**config.mk**
```make
export PLATFORM = sky130hd
export DESIGN_NAME = pattern_lexer_top
export DESIGN_NICKNAME = d
export VERILOG_FILES = /design/src/hw/rtl/pl_pkg.sv /design/src/hw/rtl/pl_in_reg.sv /design/src/hw/rtl/pl_scan.sv /design/src/hw/rtl/pl_queue.sv /design/src/hw/rtl/pattern_lexer_top.sv
export SDC_FILE = /design/constraint.sdc
export NUM_CORES = 1
export LEC_CHECK = 0
export BUFFER_PORTS_ARGS = -buffer_cell sky130_fd_sc_hd__buf_2
export CAP_MARGIN = 40
export CORE_MARGIN = 5
export CORE_UTILIZATION = 50
export CTS_CLUSTER_DIAMETER = 80
export DETAILED_ROUTE_END_ITERATION = 12
export GPL_ROUTABILITY_DRIVEN = 1
export PLACE_DENSITY = 0.66
export SYNTH_ARGS = -nofsm -noshare
export SYNTH_HDL_FRONTEND = slang
export SYNTH_HIERARCHICAL = 1
export SYNTH_SLANG_ARGS = --single-unit
```
**constraint.sdc**
```tcl
create_clock -name clk -period 9.9 [get_ports clk]
set_clock_uncertainty 0.1 [all_clocks]
set_input_delay 1.485 -clock clk [delete_from_list [all_inputs] [get_ports clk]]
set_output_delay 1.485 -clock clk [all_outputs]
set_load 0.02 [all_outputs]
```
**src/hw/rtl/pl_pkg.sv**
```systemverilog
`timescale 1ns / 1ps

package pl_pkg;

  // widths
  localparam int POS_BITS = 16;
  localparam int START_W  = 16;
  localparam int LEN_W    = 16;
  localparam int KIND_W   = 5;
  localparam int ERR_W    = 2;
  localparam int MARK_W   = 4;

  // result queue
  localparam int Q_DEPTH = 4;
  localparam int Q_PTR_W = $clog2(Q_DEPTH);
  localparam int Q_CNT_W = $clog2(Q_DEPTH + 1);

  // token kinds beyond the marks
  localparam logic [KIND_W-1:0] KIND_NUMBER  = KIND_W'(13);
  localparam logic [KIND_W-1:0] KIND_QUOTE   = KIND_W'(14);
  localparam logic [KIND_W-1:0] KIND_IDENT   = KIND_W'(15);
  localparam logic [KIND_W-1:0] KIND_UNKNOWN = KIND_W'(16);

  // error codes
  localparam logic [ERR_W-1:0] ERR_NONE  = ERR_W'(0);
  localparam logic [ERR_W-1:0] ERR_EMPTY = ERR_W'(1);
  localparam logic [ERR_W-1:0] ERR_OPEN  = ERR_W'(2);

  // characters
  localparam logic [7:0] CH_QUOTE  = 8'h27;
  localparam logic [7:0] CH_BSLASH = 8'h5C;
  localparam logic [7:0] CH_TAB    = 8'h09;
  localparam logic [7:0] CH_NL     = 8'h0A;
  localparam logic [7:0] CH_SPACE  = 8'h20;

  localparam logic [LEN_W-1:0] LEN_MAX = '1;

  // one result word
  typedef struct packed {
    logic [KIND_W-1:0]  kind;
    logic [ERR_W-1:0]   err;
    logic [START_W-1:0] start;
    logic [LEN_W-1:0]   length;
    logic               last;
  } pl_word_t;

  // words handed from the scanner to the queue in one cycle
  typedef struct packed {
    logic [1:0] cnt;
    pl_word_t   w0;
    pl_word_t   w1;
  } pl_push_t;

  typedef struct packed {
    logic              hit;
    logic [MARK_W-1:0] idx;
  } pl_mark_t;

  function automatic logic is_digit(input logic [7:0] c);
    return (c >= 8'h30) && (c <= 8'h39);
  endfunction

  function automatic logic is_ident(input logic [7:0] c);
    return ((c >= 8'h61) && (c <= 8'h7A)) || ((c >= 8'h41) && (c <= 8'h5A)) || (c == 8'h5F);
  endfunction

  function automatic logic is_sep(input logic [7:0] c);
    return (c == CH_TAB) || (c == CH_NL) || (c == CH_SPACE);
  endfunction

  // mark lookup in the order = . | , ? * + ( ) { } [ ]
  function automatic pl_mark_t mark_lookup(input logic [7:0] c);
    pl_mark_t m;
    m.hit = 1'b1;
    unique case (c)
      8'h3D: m.idx = MARK_W'(0);
      8'h2E: m.idx = MARK_W'(1);
      8'h7C: m.idx = MARK_W'(2);
      8'h2C: m.idx = MARK_W'(3);
      8'h3F: m.idx = MARK_W'(4);
      8'h2A: m.idx = MARK_W'(5);
      8'h2B: m.idx = MARK_W'(6);
      8'h28: m.idx = MARK_W'(7);
      8'h29: m.idx = MARK_W'(8);
      8'h7B: m.idx = MARK_W'(9);
      8'h7D: m.idx = MARK_W'(10);
      8'h5B: m.idx = MARK_W'(11);
      8'h5D: m.idx = MARK_W'(12);
      default: begin
        m.hit = 1'b0;
        m.idx = MARK_W'(0);
      end
    endcase
    return m;
  endfunction

endpackage

```
**src/hw/rtl/pl_in_reg.sv**
```systemverilog
`timescale 1ns / 1ps

module pl_in_reg import pl_pkg::*; (
  input  logic       clk,
  input  logic       rst,
  input  logic       text_valid,
  output logic       text_stall,
  input  logic [7:0] text_byte,
  input  logic       end_of_text,
  input  logic       take,
  output logic       vld,
  output logic [7:0] byte_q,
  output logic       eot_q
);

  logic accept;

  // hold while a word sits here that the scanner cannot take
  assign text_stall = vld && !take;
  assign accept     = text_valid && !text_stall;

  // valid flag
  always_ff @(posedge clk) begin
    if (rst) begin
      vld <= 1'b0;
    end else if (accept) begin
      vld <= 1'b1;
    end else if (take) begin
      vld <= 1'b0;
    end
  end

  // payload
  always_ff @(posedge clk) begin
    if (accept) begin
      byte_q <= text_byte;
      eot_q  <= end_of_text;
    end
  end

endmodule

```
**src/hw/rtl/pl_scan.sv**
```systemverilog
`timescale 1ns / 1ps

module pl_scan import pl_pkg::*; (
  input  logic       clk,
  input  logic       rst,
  input  logic       in_vld,
  input  logic [7:0] in_byte,
  input  logic       in_eot,
  input  logic       room,
  output logic       take,
  output pl_push_t   push
);

  typedef enum logic [2:0] {
    M_IDLE,
    M_NUMBER,
    M_IDENT,
    M_QUOTE,
    M_ESCAPE
  } mode_t;

  mode_t                mode;
  mode_t                mode_next;
  logic [POS_BITS-1:0]  token_begin;
  logic [POS_BITS-1:0]  begin_next;
  logic [POS_BITS-1:0]  byte_position;
  logic [POS_BITS-1:0]  position_next;
  logic [LEN_W-1:0]     run_length;
  logic [LEN_W-1:0]     run_next;
  logic [LEN_W-1:0]     run_inc;
  logic                 fresh;
  logic                 stay;
  pl_mark_t             mk;
  pl_word_t             e1;
  pl_word_t             e2;
  pl_word_t             e3;
  logic                 e1_vld;
  logic                 e2_vld;
  logic                 e3_vld;
  pl_word_t             w0;
  pl_word_t             w1;
  logic [1:0]           cnt;

  assign take = in_vld && room;

  // mode update and token emission for one byte
  always_comb begin
    mode_next     = mode;
    begin_next    = token_begin;
    run_next      = run_length;
    position_next = byte_position + 1'b1;
    fresh         = 1'b0;
    stay          = 1'b0;
    e1            = '0;
    e2            = '0;
    e3            = '0;
    e1_vld        = 1'b0;
    e2_vld        = 1'b0;
    e3_vld        = 1'b0;
    run_inc       = (run_length == LEN_MAX) ? run_length : run_length + 1'b1;
    mk            = mark_lookup(in_byte);

    // open token
    unique case (mode)
      M_NUMBER, M_IDENT: begin
        stay = (mode == M_NUMBER) ? is_digit(in_byte) : is_ident(in_byte);
        if (stay) begin
          run_next = run_inc;
        end else begin
          e1_vld    = 1'b1;
          e1.kind   = (mode == M_NUMBER) ? KIND_NUMBER : KIND_IDENT;
          e1.err    = ERR_NONE;
          e1.start  = START_W'(token_begin);
          e1.length = run_length;
          mode_next = M_IDLE;
          fresh     = 1'b1;
        end
      end
      M_ESCAPE: begin
        run_next  = run_inc;
        mode_next = M_QUOTE;
      end
      M_QUOTE: begin
        run_next = run_inc;
        if (in_byte == CH_QUOTE) begin
          e1_vld    = 1'b1;
          e1.kind   = KIND_QUOTE;
          e1.err    = (run_inc <= LEN_W'(2)) ? ERR_EMPTY : ERR_NONE;
          e1.start  = START_W'(token_begin);
          e1.length = run_inc;
          mode_next = M_IDLE;
        end else if (in_byte == CH_BSLASH) begin
          mode_next = M_ESCAPE;
        end
      end
      default: begin
        mode_next = M_IDLE;
        fresh     = 1'b1;
      end
    endcase

    // byte that starts something new
    e2.err    = ERR_NONE;
    e2.start  = START_W'(byte_position);
    e2.length = LEN_W'(1);
    if (fresh && !is_sep(in_byte)) begin
      if (mk.hit) begin
        e2_vld  = 1'b1;
        e2.kind = KIND_W'(mk.idx);
      end else if (is_digit(in_byte)) begin
        mode_next  = M_NUMBER;
        begin_next = byte_position;
        run_next   = LEN_W'(1);
      end else if (in_byte == CH_QUOTE) begin
        mode_next  = M_QUOTE;
        begin_next = byte_position;
        run_next   = LEN_W'(1);
      end else if (is_ident(in_byte)) begin
        mode_next  = M_IDENT;
        begin_next = byte_position;
        run_next   = LEN_W'(1);
      end else begin
        e2_vld  = 1'b1;
        e2.kind = KIND_UNKNOWN;
      end
    end

    // flush at end of text
    e3.start  = START_W'(begin_next);
    e3.length = run_next;
    e3.err    = ERR_NONE;
    e3.kind   = (mode_next == M_NUMBER) ? KIND_NUMBER : KIND_IDENT;
    if (in_eot) begin
      if (mode_next == M_NUMBER || mode_next == M_IDENT) begin
        e3_vld = 1'b1;
      end else if (mode_next == M_QUOTE || mode_next == M_ESCAPE) begin
        e3_vld  = 1'b1;
        e3.kind = KIND_QUOTE;
        if (run_next <= LEN_W'(2)) begin
          e3.err = ERR_EMPTY;
        end else if (in_byte == CH_QUOTE) begin
          e3.err = ERR_NONE;
        end else begin
          e3.err = ERR_OPEN;
        end
      end
      mode_next     = M_IDLE;
      begin_next    = '0;
      run_next      = '0;
      position_next = '0;
    end

    // pack into at most two words, last flag on the final one
    w0  = e1_vld ? e1 : (e2_vld ? e2 : e3);
    w1  = e2_vld ? e2 : e3;
    cnt = 2'(e1_vld) + 2'(e2_vld) + 2'(e3_vld);
    if (cnt == 2'd2) begin
      w0.last = 1'b0;
      w1.last = 1'b1;
    end else begin
      w0.last = 1'b1;
      w1.last = 1'b0;
    end
  end

  assign push.cnt = take ? cnt : 2'd0;
  assign push.w0  = w0;
  assign push.w1  = w1;

  // scan state
  always_ff @(posedge clk) begin
    if (rst) begin
      mode          <= M_IDLE;
      token_begin   <= '0;
      byte_position <= '0;
      run_length    <= '0;
    end else if (take) begin
      mode          <= mode_next;
      token_begin   <= begin_next;
      byte_position <= position_next;
      run_length    <= run_next;
    end
  end

  // end of text returns to the start of a new text
  a_eot_restart: assert property (@(posedge clk) disable iff (rst)
    take && in_eot |=> byte_position == '0 && mode == M_IDLE)
    else $error("scan state not cleared after end of text");

  // an open token always holds at least one byte
  a_open_len: assert property (@(posedge clk) disable iff (rst)
    mode != M_IDLE |-> run_length != '0)
    else $error("open token with zero length");

  // a digit taken while idle opens a number
  a_digit_opens: assert property (@(posedge clk) disable iff (rst)
    take && !in_eot && mode == M_IDLE && is_digit(in_byte)
    |=> mode == M_NUMBER && run_length == LEN_W'(1))
    else $error("digit did not open a number");

endmodule

```
**src/hw/rtl/pl_queue.sv**
```systemverilog
`timescale 1ns / 1ps

module pl_queue import pl_pkg::*; (
  input  logic     clk,
  input  logic     rst,
  input  pl_push_t push,
  output logic     room,
  output logic     out_vld,
  input  logic     out_stall,
  output pl_word_t out_word
);

  pl_word_t           slots [Q_DEPTH];
  logic [Q_PTR_W-1:0] wr_ptr;
  logic [Q_PTR_W-1:0] rd_ptr;
  logic [Q_CNT_W-1:0] count;
  logic               pop;

  // space for the two words one byte can cause
  assign room     = count <= Q_CNT_W'(Q_DEPTH - 2);
  assign out_vld  = count != '0;
  assign out_word = slots[rd_ptr];
  assign pop      = out_vld && !out_stall;

  // storage
  always_ff @(posedge clk) begin
    if (push.cnt != 2'd0) begin
      slots[wr_ptr] <= push.w0;
    end
    if (push.cnt == 2'd2) begin
      slots[wr_ptr + 1'b1] <= push.w1;
    end
  end

  // pointers and fill level
  always_ff @(posedge clk) begin
    if (rst) begin
      wr_ptr <= '0;
      rd_ptr <= '0;
      count  <= '0;
    end else begin
      wr_ptr <= wr_ptr + Q_PTR_W'(push.cnt);
      rd_ptr <= rd_ptr + Q_PTR_W'(pop);
      count  <= count + Q_CNT_W'(push.cnt) - Q_CNT_W'(pop);
    end
  end

  a_no_overfill: assert property (@(posedge clk) disable iff (rst)
    count <= Q_CNT_W'(Q_DEPTH))
    else $error("result queue overfilled");

  a_push_room: assert property (@(posedge clk) disable iff (rst)
    push.cnt != 2'd0 |-> room)
    else $error("push without room");

  a_hold_word: assert property (@(posedge clk) disable iff (rst)
    out_vld && out_stall |=> out_vld && $stable(out_word))
    else $error("stalled word changed");

endmodule

```
**src/hw/rtl/pattern_lexer_top.sv**
```systemverilog
`timescale 1ns / 1ps

// pattern text lexer
// text channel: one byte per word (text_byte, end_of_text) on text_valid /
// text_stall; end_of_text marks the final byte and the next byte starts a
// new text at offset zero.
// token channel: one token per word (token_kind, error_code, token_start,
// token_length, last_result) on token_valid / token_stall; last_result
// flags the final token caused by a byte, a byte causes zero, one or two.
// path: a byte is held in the input register, the scanner writes its tokens
// into the result queue once the queue has room, and the queue presents
// them; a second token from the same byte follows the first from the queue.
// throughput: one byte per cycle while the queue has room, set by the
// scanner stage; bytes causing two tokens are limited by the token
// channel to one token per cycle, the four-word result queue absorbs short
// bursts. reset clears the scan mode, the offset counter and the result queue.
// while token_stall is high the presented token holds; once the queue has
// fewer than two free words text_stall rises and the byte in the input
// register holds.

module pattern_lexer_top import pl_pkg::*; (
  input  logic               clk,
  input  logic               rst,
  input  logic               text_valid,
  output logic               text_stall,
  input  logic [7:0]         text_byte,
  input  logic               end_of_text,
  output logic               token_valid,
  input  logic               token_stall,
  output logic [KIND_W-1:0]  token_kind,
  output logic [ERR_W-1:0]   error_code,
  output logic [START_W-1:0] token_start,
  output logic [LEN_W-1:0]   token_length,
  output logic               last_result
);

  logic       in_vld;
  logic [7:0] in_byte;
  logic       in_eot;
  logic       take;
  logic       room;
  pl_push_t   push;
  pl_word_t   out_word;

  pl_in_reg u_in_reg (
    .clk         (clk),
    .rst         (rst),
    .text_valid  (text_valid),
    .text_stall  (text_stall),
    .text_byte   (text_byte),
    .end_of_text (end_of_text),
    .take        (take),
    .vld         (in_vld),
    .byte_q      (in_byte),
    .eot_q       (in_eot)
  );

  pl_scan u_scan (
    .clk     (clk),
    .rst     (rst),
    .in_vld  (in_vld),
    .in_byte (in_byte),
    .in_eot  (in_eot),
    .room    (room),
    .take    (take),
    .push    (push)
  );

  pl_queue u_queue (
    .clk       (clk),
    .rst       (rst),
    .push      (push),
    .room      (room),
    .out_vld   (token_valid),
    .out_stall (token_stall),
    .out_word  (out_word)
  );

  assign token_kind   = out_word.kind;
  assign error_code   = out_word.err;
  assign token_start  = out_word.start;
  assign token_length = out_word.length;
  assign last_result  = out_word.last;

endmodule
```
==> impl_metrics.toml <==
[run_status]
outcome = "complete, no violations"

[grt]
groute.usage.overall_pct = 22.2
grt_pass1_wl_um = 51300
antenna_found_initial = 0
grt_pass1_vias = 9104
grt_overflow = 0
grt_max_degree = 47

[clock_network]
cts_tree = "done"
htreeDepth = 1
ctsRootBufferMaster = "clkbuf_16"
hold_buffers = 0
cts_buffer_depth = 3
post_cts_buffers = 0
cts.sinks = 228
clk_pin_slew_ns = 0.06
numCtsBuffers = 26
insertion_delay_ns = 0.53
cts_resized = 0

[detailed_routing]
post_drt_wl_per_cell_um = 21.9
dr.max_layer_used = "met4"
drt_first_pass_iters = 5
dr_wl_met3_um = 1780
drcViolationCount = 0
drtIter0Drc = 622
vias = 8943
via_per_inst = 6.12
met1_length_um = 13600
ant_nets = 0
wl_met2_um = 15900
routed_wl_um = 32100

[power_and_ir_drop]
power_density_nw_per_um2 = 183
peakVddDrop_mv = 0.226
power_leakage_nw = 5.23
total_power_w = 0.00262

[sta]
tightestPinTransition_ns = 0.928
slew_viol_final = 0
fin_crit_sh_pct = 58.7
fin_crit_ns = 5.81
fin_setup_tns_ns = 0
rsz0062_at_grt = "false"
setup_viol = 0
final-hold-violation-count = 0
fmax_mhz = 172
slew_headroom_pct = 38.1

[die]
dieHeight_um = 170
initial_utilization_pct = 50.9
io_pins = 55
dieArea_um2 = 29000
coreArea_um2 = 25300
die_w_um = 170
num_rows = 58

[setup_path]
rrSetupSlack_ns = 4.09
crit_path_start = "u_in_reg/byte_q[0]"
worstPathMaxFanout = 42
arrival_ns = 5.98
critical_path.endpoint = "u_queue/slots[1][2]"
crit_type = "register to register"
start_kind = "register"
r2r_end = "u_queue/slots[1][2]"
reg2regPathDepth = 15
cp.required_ns = 10.08
r2r_start = "u_in_reg/byte_q[0]"
worstSetupEndpointType = "register"

[placement]
dpl.hpwl_um = 20600
portBuffers = 54
finalWeightedCongestion = 0.960

[finish]
layout-drive-gt1-share_pct = 31.6
utilization_pct = 56.7
area_growth_pct = 11.2
fillers = 2142
num_antenna_cells = 0
fin_nets = 1132

[yosys]
ys_async_sr_fraction_pct = 0
yosysSeqAreaShare_pct = 48.6
yosysWarnings = 6
avgSynthCellArea_um2 = 11.8
synth-seq-cells = 228
synth.area.top_cells = "edfxtp_1 (39%), mux2_2 (15%), dfxtp_1 (9.2%)"
synth_top_area_share_pct = 39.5
netlist_area_um2 = 12900
yosysUniqueCellTypes = 77
synth_top_cell_by_area = "edfxtp_1"
synth_flop_cell = "edfxtp_1"
syn-instance-count = 1089
synth_fp_nets = 1109
synth_edf_count = 169

[worst_hold_path]
hold_path_depth = 2
hold_class = "register to register"
hold_path.startpoint = "u_scan/token_begin[2]"

[job]
drv_cap = 0
[cell usage in the layout (no fill, tap or decap), drive strengths merged, types with 7 or more instances in the layout]
| cell | instances |
|---|---|
| mux2 | 178 |
| xor2 | 17 |
| clkbuf | 35 |
| o21ai | 32 |
| clkinv | 10 |
| mux4 | 40 |
| dfxtp | 59 |
| xnor2 | 15 |
| nor3 | 25 |
| inv | 13 |
| a22oi | 24 |
| nand2b | 13 |
| nor2 | 110 |
| nor2b | 10 |
| buf | 72 |
| nor4 | 7 |
| a21oi | 38 |
| edfxtp | 169 |
| a21o | 16 |
| nand2 | 94 |
| nand3 | 26 |
| or3 | 7 |
| a31oi | 8 |
| and3 | 15 |
| and2 | 11 |
[critical path: stages, from the launching register on]
cell and delay, ns:
edfxtp_1 0.62, and2_1 0.29, nor4b_1 0.08, o21ai_0 0.41
o311a_1 0.25, buf_4 0.47, nand2_1 0.23, o221ai_1 0.30
nor3_1 0.10, nor2_1 0.14, fa_1 0.44, and3_1 0.28
nand2b_1 0.29, nor3_4 0.58, buf_4 0.55, mux2_2 0.40
[state kept, by name, indices dropped and copies added (netlist names)]
| signal | cells |
|---|---|
| u_in_reg/vld | 1 |
| u_queue/slots | 160 |
| u_queue/wr_ptr | 2 |
| u_scan/byte_position | 16 |
| u_queue/count | 3 |
| u_in_reg/byte_q | 8 |
| u_scan/mode | 3 |
| u_scan/token_begin | 16 |
| u_in_reg/eot_q | 1 |
| u_scan/run_length | 16 |
| u_queue/rd_ptr | 2 |
[power by group]
group          internal [W]  leakage (nW)  switching [W]  total (W)
registers           0.00108          2.05      0.0000298    0.00111
logic              0.000200          2.72       0.000295   0.000495
clock network      0.000621         0.454       0.000391    0.00101
[routing by layer]
metal | GRT usage [%] | up-vias
li1 | - | 4163
met1 | 30.0 | 4436
met2 | 38.3 | 290
met3 | 2.56 | 54
met4 | 5.90 | 0
met5 | 0 | -
[cell families (layout without fill, tap and decap cells)]
logic type               count (synthesis)  in the layout  synth area share, %
multiplexers                           224            224                 23.1
adder cells (fa/ha/maj)                  7              7                0.798
buffers and inverters                   90            133                 3.42
XOR/XNOR                                32             32                 2.18
AND/OR/NAND/NOR                        348            348                 13.3
AO/OA/AOI/OAI                          160            160                 8.55
flip-flops                             228            228                 48.6
[how the worst min path moves through the flow]
stage / endpoint / slack, ns
after floorplan: u_scan/token_begin[0] / 0.38
after global placement: u_scan/token_begin[3] / 0.40
after detailed placement: u_scan/token_begin[0] / 0.41
after CTS: u_scan/token_begin[6] / 0.42
after global routing: u_scan/token_begin[0] / 0.44
final: u_scan/token_begin[2] / 0.42
[synth_stat cells (8+ instances only)]
cell      count
mux2_2      172
edfxtp_1    169
nor2_1      109
nand2_1      94
dfxtp_1      59
mux4_2       40
a21oi_1      38
buf_2        36
o21ai_0      30
clkbuf_1     25
nand3_1      25
a22oi_1      24
nor3_1       23
xor2_1       17
a21o_1       16
and3_1       15
xnor2_1      15
nand2b_1     13
inv_1        12
and2_1       11
nor2b_1       9
a31oi_1       8
[stage by stage]
stage          hold slack, ns  setup WS [ns]  area (µm²)  instances
6_report                0.422           4.09       14300       1462
5_1_grt                 0.442           3.70       14300       1462
4_1_cts                 0.424           4.06       14300       1461
3_5_place_dp            0.409           4.08       13400       1413
3_3_place_gp            0.400           4.35       13300       1410
2_1_floorplan           0.384           3.34       12900       1089
[area by class of cell]
class / instances / area, µm² / area share [%]
multi-input cells: 771 / 6230 / 43.5
flip-flops and latches: 228 / 6260 / 43.7
repair buffers: 72 / 437 / 3.05
clock buffers: 35 / 801 / 5.60
clock inverters: 13 / 125 / 0.874
inverters: 13 / 48.8 / 0.341
well taps: 330 / 413 / 2.89
Power figures use the tool's default switching activity.
